[config.mk]
export PLATFORM = sky130hd
export DESIGN_NAME = base_relocation_walker
export DESIGN_NICKNAME = d
export VERILOG_FILES = /design/src/hdl/brw_pkg.sv /design/src/hdl/base_relocation_walker.sv
export VERILOG_INCLUDE_DIRS = /design/src /design/src/hdl
export SDC_FILE = /design/constraint.sdc
export NUM_CORES = 1
export LEC_CHECK = 0
export ABC_CLOCK_PERIOD_IN_PS = 25300
export BUFFER_PORTS_ARGS = -buffer_cell sky130_fd_sc_hd__buf_2
export CAP_MARGIN = 10
export CELL_PAD_IN_SITES_DETAIL_PLACEMENT = 0
export CELL_PAD_IN_SITES_GLOBAL_PLACEMENT = 1
export CORE_MARGIN = 1.5
export CORE_UTILIZATION = 53
export CTS_BUF_LIST = sky130_fd_sc_hd__clkbuf_8
export CTS_CLUSTER_DIAMETER = 30
export CTS_CLUSTER_SIZE = 25
export DETAILED_ROUTE_END_ITERATION = 8
export GPL_ROUTABILITY_DRIVEN = 0
export PLACE_DENSITY = 0.86
export RECOVER_POWER = 25
export SYNTH_ARGS = -nofsm -noshare
export SYNTH_HDL_FRONTEND = slang
export SYNTH_SLANG_ARGS = --single-unit
[constraint.sdc]
create_clock -name clk -period 25.3 [get_ports clk]
set_input_delay 3.795 -clock clk [delete_from_list [all_inputs] [get_ports clk]]
set_output_delay 3.795 -clock clk [all_outputs]
set_load 0.005 [all_outputs]
[src/hdl/assert_macros.svh]
// Concurrent assertion macros used by the base relocation walker RTL.
`ifndef ASSERT_MACROS_SVH
`define ASSERT_MACROS_SVH

// Property checked at every clock edge outside reset.
`define ASSERT_ALWAYS(lbl, clk_sig, rst_sig, prop, msg) \
    lbl: assert property (@(posedge clk_sig) disable iff (!rst_sig) (prop)) else $error(msg);

// Same-cycle implication checked outside reset.
`define ASSERT_IMPLY(lbl, clk_sig, rst_sig, ante, cons, msg) \
    lbl: assert property (@(posedge clk_sig) disable iff (!rst_sig) (ante) |-> (cons)) \
        else $error(msg);

`endif

[src/hdl/brw_pkg.sv]
// Types and constants for the base relocation walker.
package brw_pkg;

    localparam logic [31:0] HEADER_BYTES = 32'd8;

    // Configuration register indexes
    localparam logic [1:0] CFG_IMAGE_SIZE = 2'd0;
    localparam logic [1:0] CFG_DIR_BYTES  = 2'd1;
    localparam logic [1:0] CFG_BASE_DELTA = 2'd2;

    // Input item kinds
    localparam logic KIND_START = 1'b0;
    localparam logic KIND_HALF  = 1'b1;

    // Walk status codes
    localparam logic [1:0] ST_WALKING  = 2'd0;
    localparam logic [1:0] ST_FINISHED = 2'd1;
    localparam logic [1:0] ST_ERROR    = 2'd2;

    // Patch width codes
    localparam logic [1:0] PW_16 = 2'd0;
    localparam logic [1:0] PW_32 = 2'd1;
    localparam logic [1:0] PW_64 = 2'd2;

    // Relocation entry types
    localparam logic [3:0] RT_ABSOLUTE = 4'd0;
    localparam logic [3:0] RT_HIGH     = 4'd1;
    localparam logic [3:0] RT_LOW      = 4'd2;
    localparam logic [3:0] RT_HIGHLOW  = 4'd3;
    localparam logic [3:0] RT_DIR64    = 4'd10;

    typedef enum logic [3:0] {
        PH_IDLE = 4'b0001,
        PH_WALK = 4'b0010,
        PH_DONE = 4'b0100,
        PH_ERR  = 4'b1000
    } phase_t;

endpackage

[src/hdl/base_relocation_walker.sv]
// Base relocation walker: directory halfword stream in, patch commands out.
// One item (a start or one directory halfword) is taken per clock cycle unless the
// input side stalls; each item is registered, decoded against the walk state and its
// result, if any, lands in an output register. The input side stalls only when the
// input register is full and the output register holds a result that is not being
// taken. Configuration registers are written through cfg_write/cfg_index/cfg_data;
// the user must write them only while idle; the block itself does not enforce it.
`include "assert_macros.svh"

module base_relocation_walker (
    input  logic        clk,
    input  logic        rst_n,
    input  logic        cfg_write,
    input  logic [1:0]  cfg_index,
    input  logic [63:0] cfg_data,
    input  logic        item_valid,
    output logic        item_stall,
    input  logic        kind,
    input  logic [15:0] directory_half,
    output logic        result_valid,
    input  logic        result_stall,
    output logic        patch_valid,
    output logic [31:0] target_offset,
    output logic [1:0]  patch_width,
    output logic [63:0] addend,
    output logic [1:0]  walk_status
);

    // configuration
    logic [31:0] image_size_reg;
    logic [31:0] dir_bytes_reg;
    logic [63:0] base_delta_reg;

    // input register
    logic        s1_valid_reg, s1_valid_next;
    logic        s1_kind_reg;
    logic [15:0] s1_half_reg;

    // walk state
    brw_pkg::phase_t phase_reg, phase_next;
    logic [1:0]  header_step_reg, header_step_next;
    logic [31:0] page_rva_reg, page_rva_next;
    logic [31:0] block_bytes_reg, block_bytes_next;
    logic [30:0] entries_left_reg, entries_left_next;
    logic [31:0] bytes_done_reg, bytes_done_next;

    // result register
    logic        out_valid_reg, out_valid_next;
    logic        out_patch_reg;
    logic [31:0] out_target_reg;
    logic [1:0]  out_width_reg;
    logic [63:0] out_addend_reg;
    logic [1:0]  out_status_reg;

    logic        out_free;
    logic        advance;

    // decode results
    logic        res_fire;
    logic        res_patch;
    logic [31:0] res_target;
    logic [1:0]  res_width;
    logic [63:0] res_addend;
    logic [1:0]  res_status;

    logic [31:0] hdr_bytes;
    logic [31:0] remaining;
    logic [31:0] blk_add;
    logic [31:0] done_sum;
    logic        blk_finish;
    logic        blk_short;
    logic [32:0] target_sum;
    logic [33:0] end_sum;
    logic [3:0]  ent_type;
    logic [3:0]  ent_nbytes;
    logic        ent_patch;
    logic [1:0]  ent_width;
    logic [63:0] ent_addend;
    logic        out_image;
    logic [1:0]  blk_status;

    assign out_free   = !out_valid_reg || !result_stall;
    assign advance    = s1_valid_reg && out_free;
    assign item_stall = s1_valid_reg && !out_free;

    always_comb
    begin
        if (item_valid && !item_stall)
            s1_valid_next = 1'b1;
        else if (advance)
            s1_valid_next = 1'b0;
        else
            s1_valid_next = s1_valid_reg;
    end

    // shared datapath
    assign hdr_bytes  = {s1_half_reg, block_bytes_reg[15:0]};
    assign remaining  = dir_bytes_reg - bytes_done_reg;
    assign blk_add    = (entries_left_reg == 31'd0) ? brw_pkg::HEADER_BYTES : block_bytes_reg;
    assign done_sum   = bytes_done_reg + blk_add;
    assign blk_finish = done_sum >= dir_bytes_reg;
    assign blk_short  = (dir_bytes_reg - done_sum) < brw_pkg::HEADER_BYTES;
    assign blk_status = blk_finish ? brw_pkg::ST_FINISHED :
                        (blk_short ? brw_pkg::ST_ERROR : brw_pkg::ST_WALKING);

    assign ent_type   = s1_half_reg[15:12];
    assign target_sum = {1'b0, page_rva_reg} + {21'd0, s1_half_reg[11:0]};
    assign end_sum    = {1'b0, target_sum} + {30'd0, ent_nbytes};
    // target + size past the image end also covers a target at or past the end
    assign out_image  = end_sum > {2'b00, image_size_reg};

    always_comb
    begin
        ent_patch  = 1'b1;
        ent_nbytes = 4'd0;
        ent_width  = brw_pkg::PW_16;
        ent_addend = base_delta_reg;
        unique case (ent_type)
            brw_pkg::RT_HIGH:
            begin
                ent_nbytes = 4'd2;
                ent_addend = {16'd0, base_delta_reg[63:16]};
            end
            brw_pkg::RT_LOW:
            begin
                ent_nbytes = 4'd2;
            end
            brw_pkg::RT_HIGHLOW:
            begin
                ent_nbytes = 4'd4;
                ent_width  = brw_pkg::PW_32;
            end
            brw_pkg::RT_DIR64:
            begin
                ent_nbytes = 4'd8;
                ent_width  = brw_pkg::PW_64;
            end
            default:
            begin
                ent_patch = 1'b0;
            end
        endcase
    end

    always_comb
    begin
        phase_next        = phase_reg;
        header_step_next  = header_step_reg;
        page_rva_next     = page_rva_reg;
        block_bytes_next  = block_bytes_reg;
        entries_left_next = entries_left_reg;
        bytes_done_next   = bytes_done_reg;
        res_fire          = 1'b0;
        res_patch         = 1'b0;
        res_target        = 32'd0;
        res_width         = brw_pkg::PW_16;
        res_addend        = 64'd0;
        res_status        = brw_pkg::ST_WALKING;

        if (s1_kind_reg == brw_pkg::KIND_START)
        begin
            header_step_next  = 2'd0;
            page_rva_next     = 32'd0;
            block_bytes_next  = 32'd0;
            entries_left_next = 31'd0;
            bytes_done_next   = 32'd0;
            if (base_delta_reg == 64'd0 || dir_bytes_reg == 32'd0)
            begin
                phase_next = brw_pkg::PH_DONE;
                res_fire   = 1'b1;
                res_status = brw_pkg::ST_FINISHED;
            end
            else if (dir_bytes_reg < brw_pkg::HEADER_BYTES)
            begin
                phase_next = brw_pkg::PH_ERR;
                res_fire   = 1'b1;
                res_status = brw_pkg::ST_ERROR;
            end
            else
            begin
                phase_next = brw_pkg::PH_WALK;
            end
        end
        else if (phase_reg == brw_pkg::PH_WALK)
        begin
            if (entries_left_reg == 31'd0)
            begin
                // block header, four halfwords
                header_step_next = header_step_reg + 2'd1;
                unique case (header_step_reg)
                    2'd0: page_rva_next = {16'd0, s1_half_reg};
                    2'd1: page_rva_next = {s1_half_reg, page_rva_reg[15:0]};
                    2'd2: block_bytes_next = {16'd0, s1_half_reg};
                    default: block_bytes_next = hdr_bytes;
                endcase
                if (header_step_reg == 2'd3)
                begin
                    if (hdr_bytes == 32'd0)
                    begin
                        phase_next = brw_pkg::PH_DONE;
                        res_fire   = 1'b1;
                        res_status = brw_pkg::ST_FINISHED;
                    end
                    else if (hdr_bytes < brw_pkg::HEADER_BYTES || hdr_bytes > remaining ||
                             hdr_bytes[0])
                    begin
                        phase_next = brw_pkg::PH_ERR;
                        res_fire   = 1'b1;
                        res_status = brw_pkg::ST_ERROR;
                    end
                    else if (hdr_bytes == brw_pkg::HEADER_BYTES)
                    begin
                        // header-only block
                        bytes_done_next = done_sum;
                        if (blk_status != brw_pkg::ST_WALKING)
                        begin
                            res_fire   = 1'b1;
                            res_status = blk_status;
                            phase_next = blk_finish ? brw_pkg::PH_DONE : brw_pkg::PH_ERR;
                        end
                    end
                    else
                    begin
                        entries_left_next = hdr_bytes[31:1] - 31'd4;
                    end
                end
            end
            else if (ent_patch && out_image)
            begin
                phase_next = brw_pkg::PH_ERR;
                res_fire   = 1'b1;
                res_status = brw_pkg::ST_ERROR;
            end
            else
            begin
                entries_left_next = entries_left_reg - 31'd1;
                if (entries_left_reg == 31'd1)
                begin
                    bytes_done_next  = done_sum;
                    header_step_next = 2'd0;
                    res_status       = blk_status;
                    if (blk_status != brw_pkg::ST_WALKING)
                        phase_next = blk_finish ? brw_pkg::PH_DONE : brw_pkg::PH_ERR;
                end
                if (ent_patch)
                begin
                    res_fire   = 1'b1;
                    res_patch  = 1'b1;
                    res_target = target_sum[31:0];
                    res_width  = ent_width;
                    res_addend = ent_addend;
                end
                else if (res_status != brw_pkg::ST_WALKING)
                begin
                    res_fire = 1'b1;
                end
            end
        end
    end

    always_comb
    begin
        if (advance && res_fire)
            out_valid_next = 1'b1;
        else if (out_valid_reg && result_stall)
            out_valid_next = 1'b1;
        else
            out_valid_next = 1'b0;
    end

    always_ff @(posedge clk or negedge rst_n)
    begin
        if (!rst_n)
        begin
            image_size_reg <= 32'd0;
            dir_bytes_reg  <= 32'd0;
            base_delta_reg <= 64'd0;
        end
        else if (cfg_write)
        begin
            unique case (cfg_index)
                brw_pkg::CFG_IMAGE_SIZE: image_size_reg <= cfg_data[31:0];
                brw_pkg::CFG_DIR_BYTES:  dir_bytes_reg  <= cfg_data[31:0];
                brw_pkg::CFG_BASE_DELTA: base_delta_reg <= cfg_data;
                default: ;
            endcase
        end
    end

    always_ff @(posedge clk or negedge rst_n)
    begin
        if (!rst_n)
        begin
            s1_valid_reg     <= 1'b0;
            out_valid_reg    <= 1'b0;
            phase_reg        <= brw_pkg::PH_IDLE;
            header_step_reg  <= 2'd0;
            page_rva_reg     <= 32'd0;
            block_bytes_reg  <= 32'd0;
            entries_left_reg <= 31'd0;
            bytes_done_reg   <= 32'd0;
        end
        else
        begin
            s1_valid_reg  <= s1_valid_next;
            out_valid_reg <= out_valid_next;
            if (advance)
            begin
                phase_reg        <= phase_next;
                header_step_reg  <= header_step_next;
                page_rva_reg     <= page_rva_next;
                block_bytes_reg  <= block_bytes_next;
                entries_left_reg <= entries_left_next;
                bytes_done_reg   <= bytes_done_next;
            end
        end
    end

    // payload registers
    always_ff @(posedge clk)
    begin
        if (item_valid && !item_stall)
        begin
            s1_kind_reg <= kind;
            s1_half_reg <= directory_half;
        end
        if (advance && res_fire)
        begin
            out_patch_reg  <= res_patch;
            out_target_reg <= res_target;
            out_width_reg  <= res_width;
            out_addend_reg <= res_addend;
            out_status_reg <= res_status;
        end
    end

    assign result_valid  = out_valid_reg;
    assign patch_valid   = out_patch_reg;
    assign target_offset = out_target_reg;
    assign patch_width   = out_width_reg;
    assign addend        = out_addend_reg;
    assign walk_status   = out_status_reg;

    `ASSERT_IMPLY(a_patch_width, clk, rst_n, out_valid_reg && out_patch_reg, out_width_reg <= brw_pkg::PW_64, "patch transaction with bad width")
    `ASSERT_IMPLY(a_entries_header_step, clk, rst_n, entries_left_reg != 31'd0, header_step_reg == 2'd0, "entry phase with header step in progress")
    `ASSERT_IMPLY(a_finished_phase, clk, rst_n, out_valid_reg && out_status_reg == brw_pkg::ST_FINISHED, phase_reg == brw_pkg::PH_DONE, "finished status pending but walk not done")
    `ASSERT_IMPLY(a_error_phase, clk, rst_n, out_valid_reg && out_status_reg == brw_pkg::ST_ERROR, phase_reg == brw_pkg::PH_ERR, "error status pending but walk not in error")

endmodule

== After elaboration in Yosys (flattened, before gate mapping) ==
Cells that the tools add are included.

* Register bits: 381
* Bits of input ports: 88
* Output and inout bits: 103
* Word-level logic and storage cells: 190

* $add $sub $neg: 8
* $lt $le $gt $ge: 6
* Eq/ne operators: 28
* Muxes and demuxes: 84
* Bitwise operators: 3
* Reductions and logical operators: 40

{| class="wikitable"
|+ Operators by type and width
! kind !! count
|-
| $mux W32 || 16
|-
| $mux W31 || 8
|-
| $pmux W32 S2 || 2
|-
| $lt A32 B4 Y1 const B || 3
|-
| $logic_not A32 Y1 || 2
|-
| $logic_not A64 Y1 || 1
|-
| $sub A32 B32 Y32 || 2
|-
| $mux W4 || 13
|-
| $mux W48 || 1
|-
| $mux W2 || 23
|-
| $add A33 B4 Y34 || 1
|-
| $gt A34 B32 Y1 || 1
|-
| $add A32 B12 Y33 || 1
|-
| $add A32 B32 Y32 || 1
|-
| $eq A32 B4 Y1 const B || 1
|-
| $ge A32 B32 Y1 || 1
|-
| $gt A32 B32 Y1 || 1
|-
| $eq A31 B1 Y1 const B || 1
|-
| $logic_not A31 Y1 || 1
|-
| $sub A31 B1 Y31 const B || 1
|-
| $sub A31 B3 Y31 const B || 1
|-
| $mux W1 || 19
|-
| $reduce_and A5 Y1 || 3
|-
| $eq A4 B2 Y1 const B || 3
|-
| other kinds (28) || 62
|}

== Logic depth before layout (Yosys ltp) ==
* Depth in word-level cells: 21
* Gate-level depth with buffers: 33
* Mapped depth without buffers: 31

== Worst setup path before layout ==
No wires, ideal clock.

* Kind: register to register
* Start point: reg entries_left_reg[23]
* End point: reg out_addend_reg[0] (netlist: addend[0]), enable pin
* Setup time: 0.711 ns
* Data arrival time: 14.893 ns
* Data required time: 24.589 ns
* Slack: 9.696 ns
* Stages on the path, launching flop included: 31
* Path buffers: 5
* Clock period less this slack: 15.604 ns
* Cell sequence: dfrtp_1 or3_1 or4_1 or4b_1 or2_1 clkbuf_1 clkbuf_1 clkbuf_1 clkbuf_1 and2_1 ha_1 a21o_1 a21o_1 o41a_1 a221oi_1 a21oi_1 a31oi_1 xnor2_1 ha_1 clkbuf_1 a21oi_1 nor2_1 a2111oi_0 o2111ai_1 or4_1 nor4_1 o2111ai_1 nor4_1 and2_1 o21ai_1 a211oi_1

* Cells in the longest elaborated chain, start to end: 20
* Elaborated cells between the ends (all ways): 28
* Those cells by class: 2 x add/sub; 2 x order compare; 1 x eq/ne; 19 x mux; 4 x reduce/logical

{| class="wikitable"
|+ Ends and longest elaborated chain
! element !! RTL line !! RTL
|-
| start: declaration || base_relocation_walker.sv:44 || <nowiki>logic [30:0] entries_left_reg, entries_left_next;</nowiki>
|-
| start signal: assignment || base_relocation_walker.sv:313 || <nowiki>entries_left_reg <= entries_left_next;</nowiki>
|-
| $logic_not A31 Y1 || base_relocation_walker.sv:99, base_relocation_walker.sv:186 ||
|-
| $mux W32 || base_relocation_walker.sv:99 || <nowiki>assign blk_add = (entries_left_reg == 31'd0) ? brw_pkg::HEADER_BYTES : block_bytes_reg;</nowiki>
|-
| $add A32 B32 Y32 || base_relocation_walker.sv:100 || <nowiki>assign done_sum = bytes_done_reg + blk_add;</nowiki>
|-
| $sub A32 B32 Y32 || base_relocation_walker.sv:102 || <nowiki>assign blk_short = (dir_bytes_reg - done_sum) < brw_pkg::HEADER_BYTES;</nowiki>
|-
| $lt A32 B4 Y1 || base_relocation_walker.sv:102 ||
|-
| $mux W2 || base_relocation_walker.sv:104 || <nowiki>(blk_short ? brw_pkg::ST_ERROR : brw_pkg::ST_WALKING);</nowiki>
|-
| $mux W2 || base_relocation_walker.sv:103 || <nowiki>assign blk_status = blk_finish ? brw_pkg::ST_FINISHED :</nowiki>
|-
| $mux W2 || base_relocation_walker.sv:237 || <nowiki>if (entries_left_reg == 31'd1)</nowiki>
|-
| [4 not listed] || -- ||
|-
| $reduce_bool A2 Y1 || base_relocation_walker.sv:253 || <nowiki>else if (res_status != brw_pkg::ST_WALKING)</nowiki>
|-
| $mux W1 || base_relocation_walker.sv:253 ||
|-
| $mux W1 || base_relocation_walker.sv:245 || <nowiki>if (ent_patch)</nowiki>
|-
| $mux W1 || base_relocation_walker.sv:228 || <nowiki>else if (ent_patch && out_image)</nowiki>
|-
| $mux W1 (*) || base_relocation_walker.sv:186 || <nowiki>if (entries_left_reg == 31'd0)</nowiki>
|-
| $mux W1 (*) || base_relocation_walker.sv:184 || <nowiki>else if (phase_reg == brw_pkg::PH_WALK)</nowiki>
|-
| $mux W1 (*) || base_relocation_walker.sv:160 || <nowiki>if (s1_kind_reg == brw_pkg::KIND_START)</nowiki>
|-
| $logic_and A1 B1 Y1 (*) || base_relocation_walker.sv:327 || <nowiki>if (advance && res_fire)</nowiki>
|-
| end signal: assignment || base_relocation_walker.sv:332 || <nowiki>out_addend_reg <= res_addend;</nowiki>
|-
| end: declaration || base_relocation_walker.sv:52 || <nowiki>logic [63:0] out_addend_reg;</nowiki>
|}

Mark *: on every way between the ends. The rest lies on a longest branch, timed or not. The select of a mux whose other input is x is not followed.
A chain may end at the register's enable or synchronous reset.

==> impl_metrics.toml <==
[sta]
whs_ns = 0.4758
final_max_slew_viol_count = 428
worst_pin_slew_ns = 8.458
rsz0062_at_grt = "no"
finalSetupViolations = 0
fmax_mhz = 63.95
fin_crit_sh_pct = 61.81
setup_tns_ns = 0
finalHoldViolCount = 0
fin_skew_ns = 0.04186
fin_crit_ns = 15.64
relSlewSlack_pct = -463.9

[finish]
fin_area_mm2 = 0.02831
drive_gt1_share_pct = 17.34
mostFrequentLayoutCells = "nand2_1 (311), dfrtp_1 (262), a21oi_1 (197)"
multi_input_area_mm2 = 0.01397
fillers = 3945
area.growth.synth_to_final_pct = 13.42
fin_util_pct = 60.81
final_common_cell = "nand2_1"
seq_area_mm2 = 0.01013
nets = 3112

[setup_path]
cp-endpoint = "base_delta_reg[33]"
rrSetupSlack_ns = 14.86
worstPathMaxFanout = 159
worstSetupPathType = "in -> async"
cp_slowest_cell = "clkbuf_1"
critPathTopFamily = "buffers and inverters"
crit_chain = "clkbuf_1 -> clkbuf_1"
startpoint_type = "input pin"
cp.depth = 2
crit_top_cell = "clkbuf_1"
crit_arrival_ns = 14.29
reg2reg_to = "target_offset[9]"
max_stage_delay_ns = 6.06
r2r.worst_path.cells = 31
worst-path-buf-inv = 2
crit_start = "rst_n"
required_ns = 23.95
end_kind = "asynchronous set/reset pin"
r2r-start = "entries_left_reg[23]"

[synth]
synth-edff-count = 118
async_flop_share_pct = 69.03
yosysSeqAreaShare_pct = 40.56
synth_ff_type = "dfrtp_1"
ys_top_cells_by_area = "dfrtp_1 (26%), edfxtp_1 (14%), ha_1 (9.1%)"
ys.warnings.count = 0
synthCells = 2649
syn-num-nets = 2922
yosys.area.top_type = "dfrtp_1"
synth.distinct_cells = 91
synth_top_area_share_pct = 26.26
syn_area_per_cell_um2 = 9.423
syn_area_mm2 = 0.02496
ys_seq_elements = 381

[route]
route.met2.wl_um = 36230
met1_length_um = 32310
wl_um = 77620
vias = 21818
viasPerCell = 6.205
final_antenna_net_count = 0
wl_per_cell_um = 22.08
drt_iter0_markers = 2336
drc_errors = 0
routed.top_layer = "met5"
first_pass_iters = 9
dr_wl_met3_um = 6193

[cts]
cts_tree = "built"
cts_resized = 0
path_clk_slew_ns = 0.06
cts_num_sinks = 381
postCtsSetupBuffers = 0
cts_made_buffers = 80
htree_num_levels = 3
postCtsHoldBufs = 0
cts_buffer_depth = 3
root_buffer = "clkbuf_8"
clk_latency_ns = 0.68

[global_routing]
overflow = 0
grt_max_degree = 160
first_global_vias = 20765
grt_pass1_wl_um = 118000
grtUsageTotal_pct = 31.92
antenna_found_initial = 4

[floorplanning]
rows = 79
die_h_um = 220.0
dieArea_mm2 = 0.04841
core_area_mm2 = 0.04656
start_util_pct = 53.62
dieWidth_um = 220.0
io_pins = 191

[place]
port_buffers = 190
hpwlAfterDp_um = 57300
placed_cell_area_mm2 = 0.02648

[status]
violations = "max-capacitance violations, max-slew violations"
status = "finished, violations left"

[power]
pwr_density_cell_mw_per_mm2 = 97.85
switching_power_w = 0.001120
p_seq_share_pct = 30.2
p_leak_nw = 12.38
ir_drop_mv = 0.05475
p_int_w = 0.001650
power_frac_clock_pct = 27.2
finalPower_w = 0.002770
p_comb_share_pct = 42.7
swShare_pct = 40.44

[min_path]
min-delay-start = "block_bytes_reg[23]"
hp-class = "reg -> reg"

[job]
cap_violations = 5
==> kinds of logic after synthesis <==
kind of cell	count (synthesis)	synth area share [%]
adder cells (fa/ha/maj)	185	9.393
multiplexers	130	5.990
AND/OR/NAND/NOR	918	18.31
AO/OA/AOI/OAI	664	17.11
flip-flops	381	40.56
buffers and inverters	228	3.609
XOR/XNOR	143	5.017
==> cells in the mapped netlist (16+ instances only) <==
cell and instances:
mux2i_1 17, nor2_1 168, a31oi_1 17, nand2b_1 28, a21o_1 44, edfxtp_1 118
a21oi_1 197, or2_2 25, nor4_1 51, nor2b_1 24, nand2_1 311, clkbuf_1 92
o21a_1 20, a211oi_1 21, o21ai_0 158, or3_1 24, mux2_2 99, and3_1 35
nand4_1 28, o211ai_1 16, and2_1 46, dfrtp_1 262, xnor2_1 68, nor3_1 62
nand3_1 47, xor2_1 75, a22o_1 37, ha_1 181, inv_1 119
==> worst min path at each step <==
stage	end	slack, ns	cells after the start
final	block_bytes_reg[23]	0.48	2
after global routing	phase_reg[0]	0.50	1
after CTS	block_bytes_reg[27]	0.48	2
after detailed placement	block_bytes_reg[27]	0.47	2
after global placement	block_bytes_reg[30]	0.46	2
after floorplan	block_bytes_reg[16]	0.44	2
==> cell type report <==
| type | count | share of cell area [%] |
|---|---|---|
| flip-flops and latches | 381 | 35.77 |
| multi-input cells | 2040 | 49.35 |
| repair buffers | 217 | 3.999 |
| well taps | 607 | 2.683 |
| diodes | 2 | 0.01768 |
| clock inverters | 57 | 2.090 |
| inverters | 119 | 1.578 |
| clock buffers | 93 | 4.521 |
==> power groups by stage <==
stage	clock network, W	logic, W	registers (W)
after floorplan	0	0.000878	0.000802
after global placement	0	0.00113	0.000838
after detailed placement	0	0.00116	0.000842
after CTS	0.000760	0.00116	0.000832
after global routing	0.000793	0.00131	0.000846
final	0.000753	0.00118	0.000836
==> per-layer routing <==
| layer | vias to the layer above | track usage (%) |
|---|---|---|
| met5 | - | 0 |
| li1 | 10068 | - |
| met4 | 4 | 12.52 |
| met3 | 166 | 5.977 |
| met1 | 10627 | 42.32 |
| met2 | 953 | 51.59 |
==> stage by stage <==
stage | setup WS, ns | cells
floorplan | 9.696 | 2649
global placement | 15.27 | 3364
detailed placement | 15.01 | 3364
CTS | 14.98 | 3514
global route | 7.225 | 3516
finish | 9.663 | 3516
Note: power is estimated with default switching activity, not from simulation.
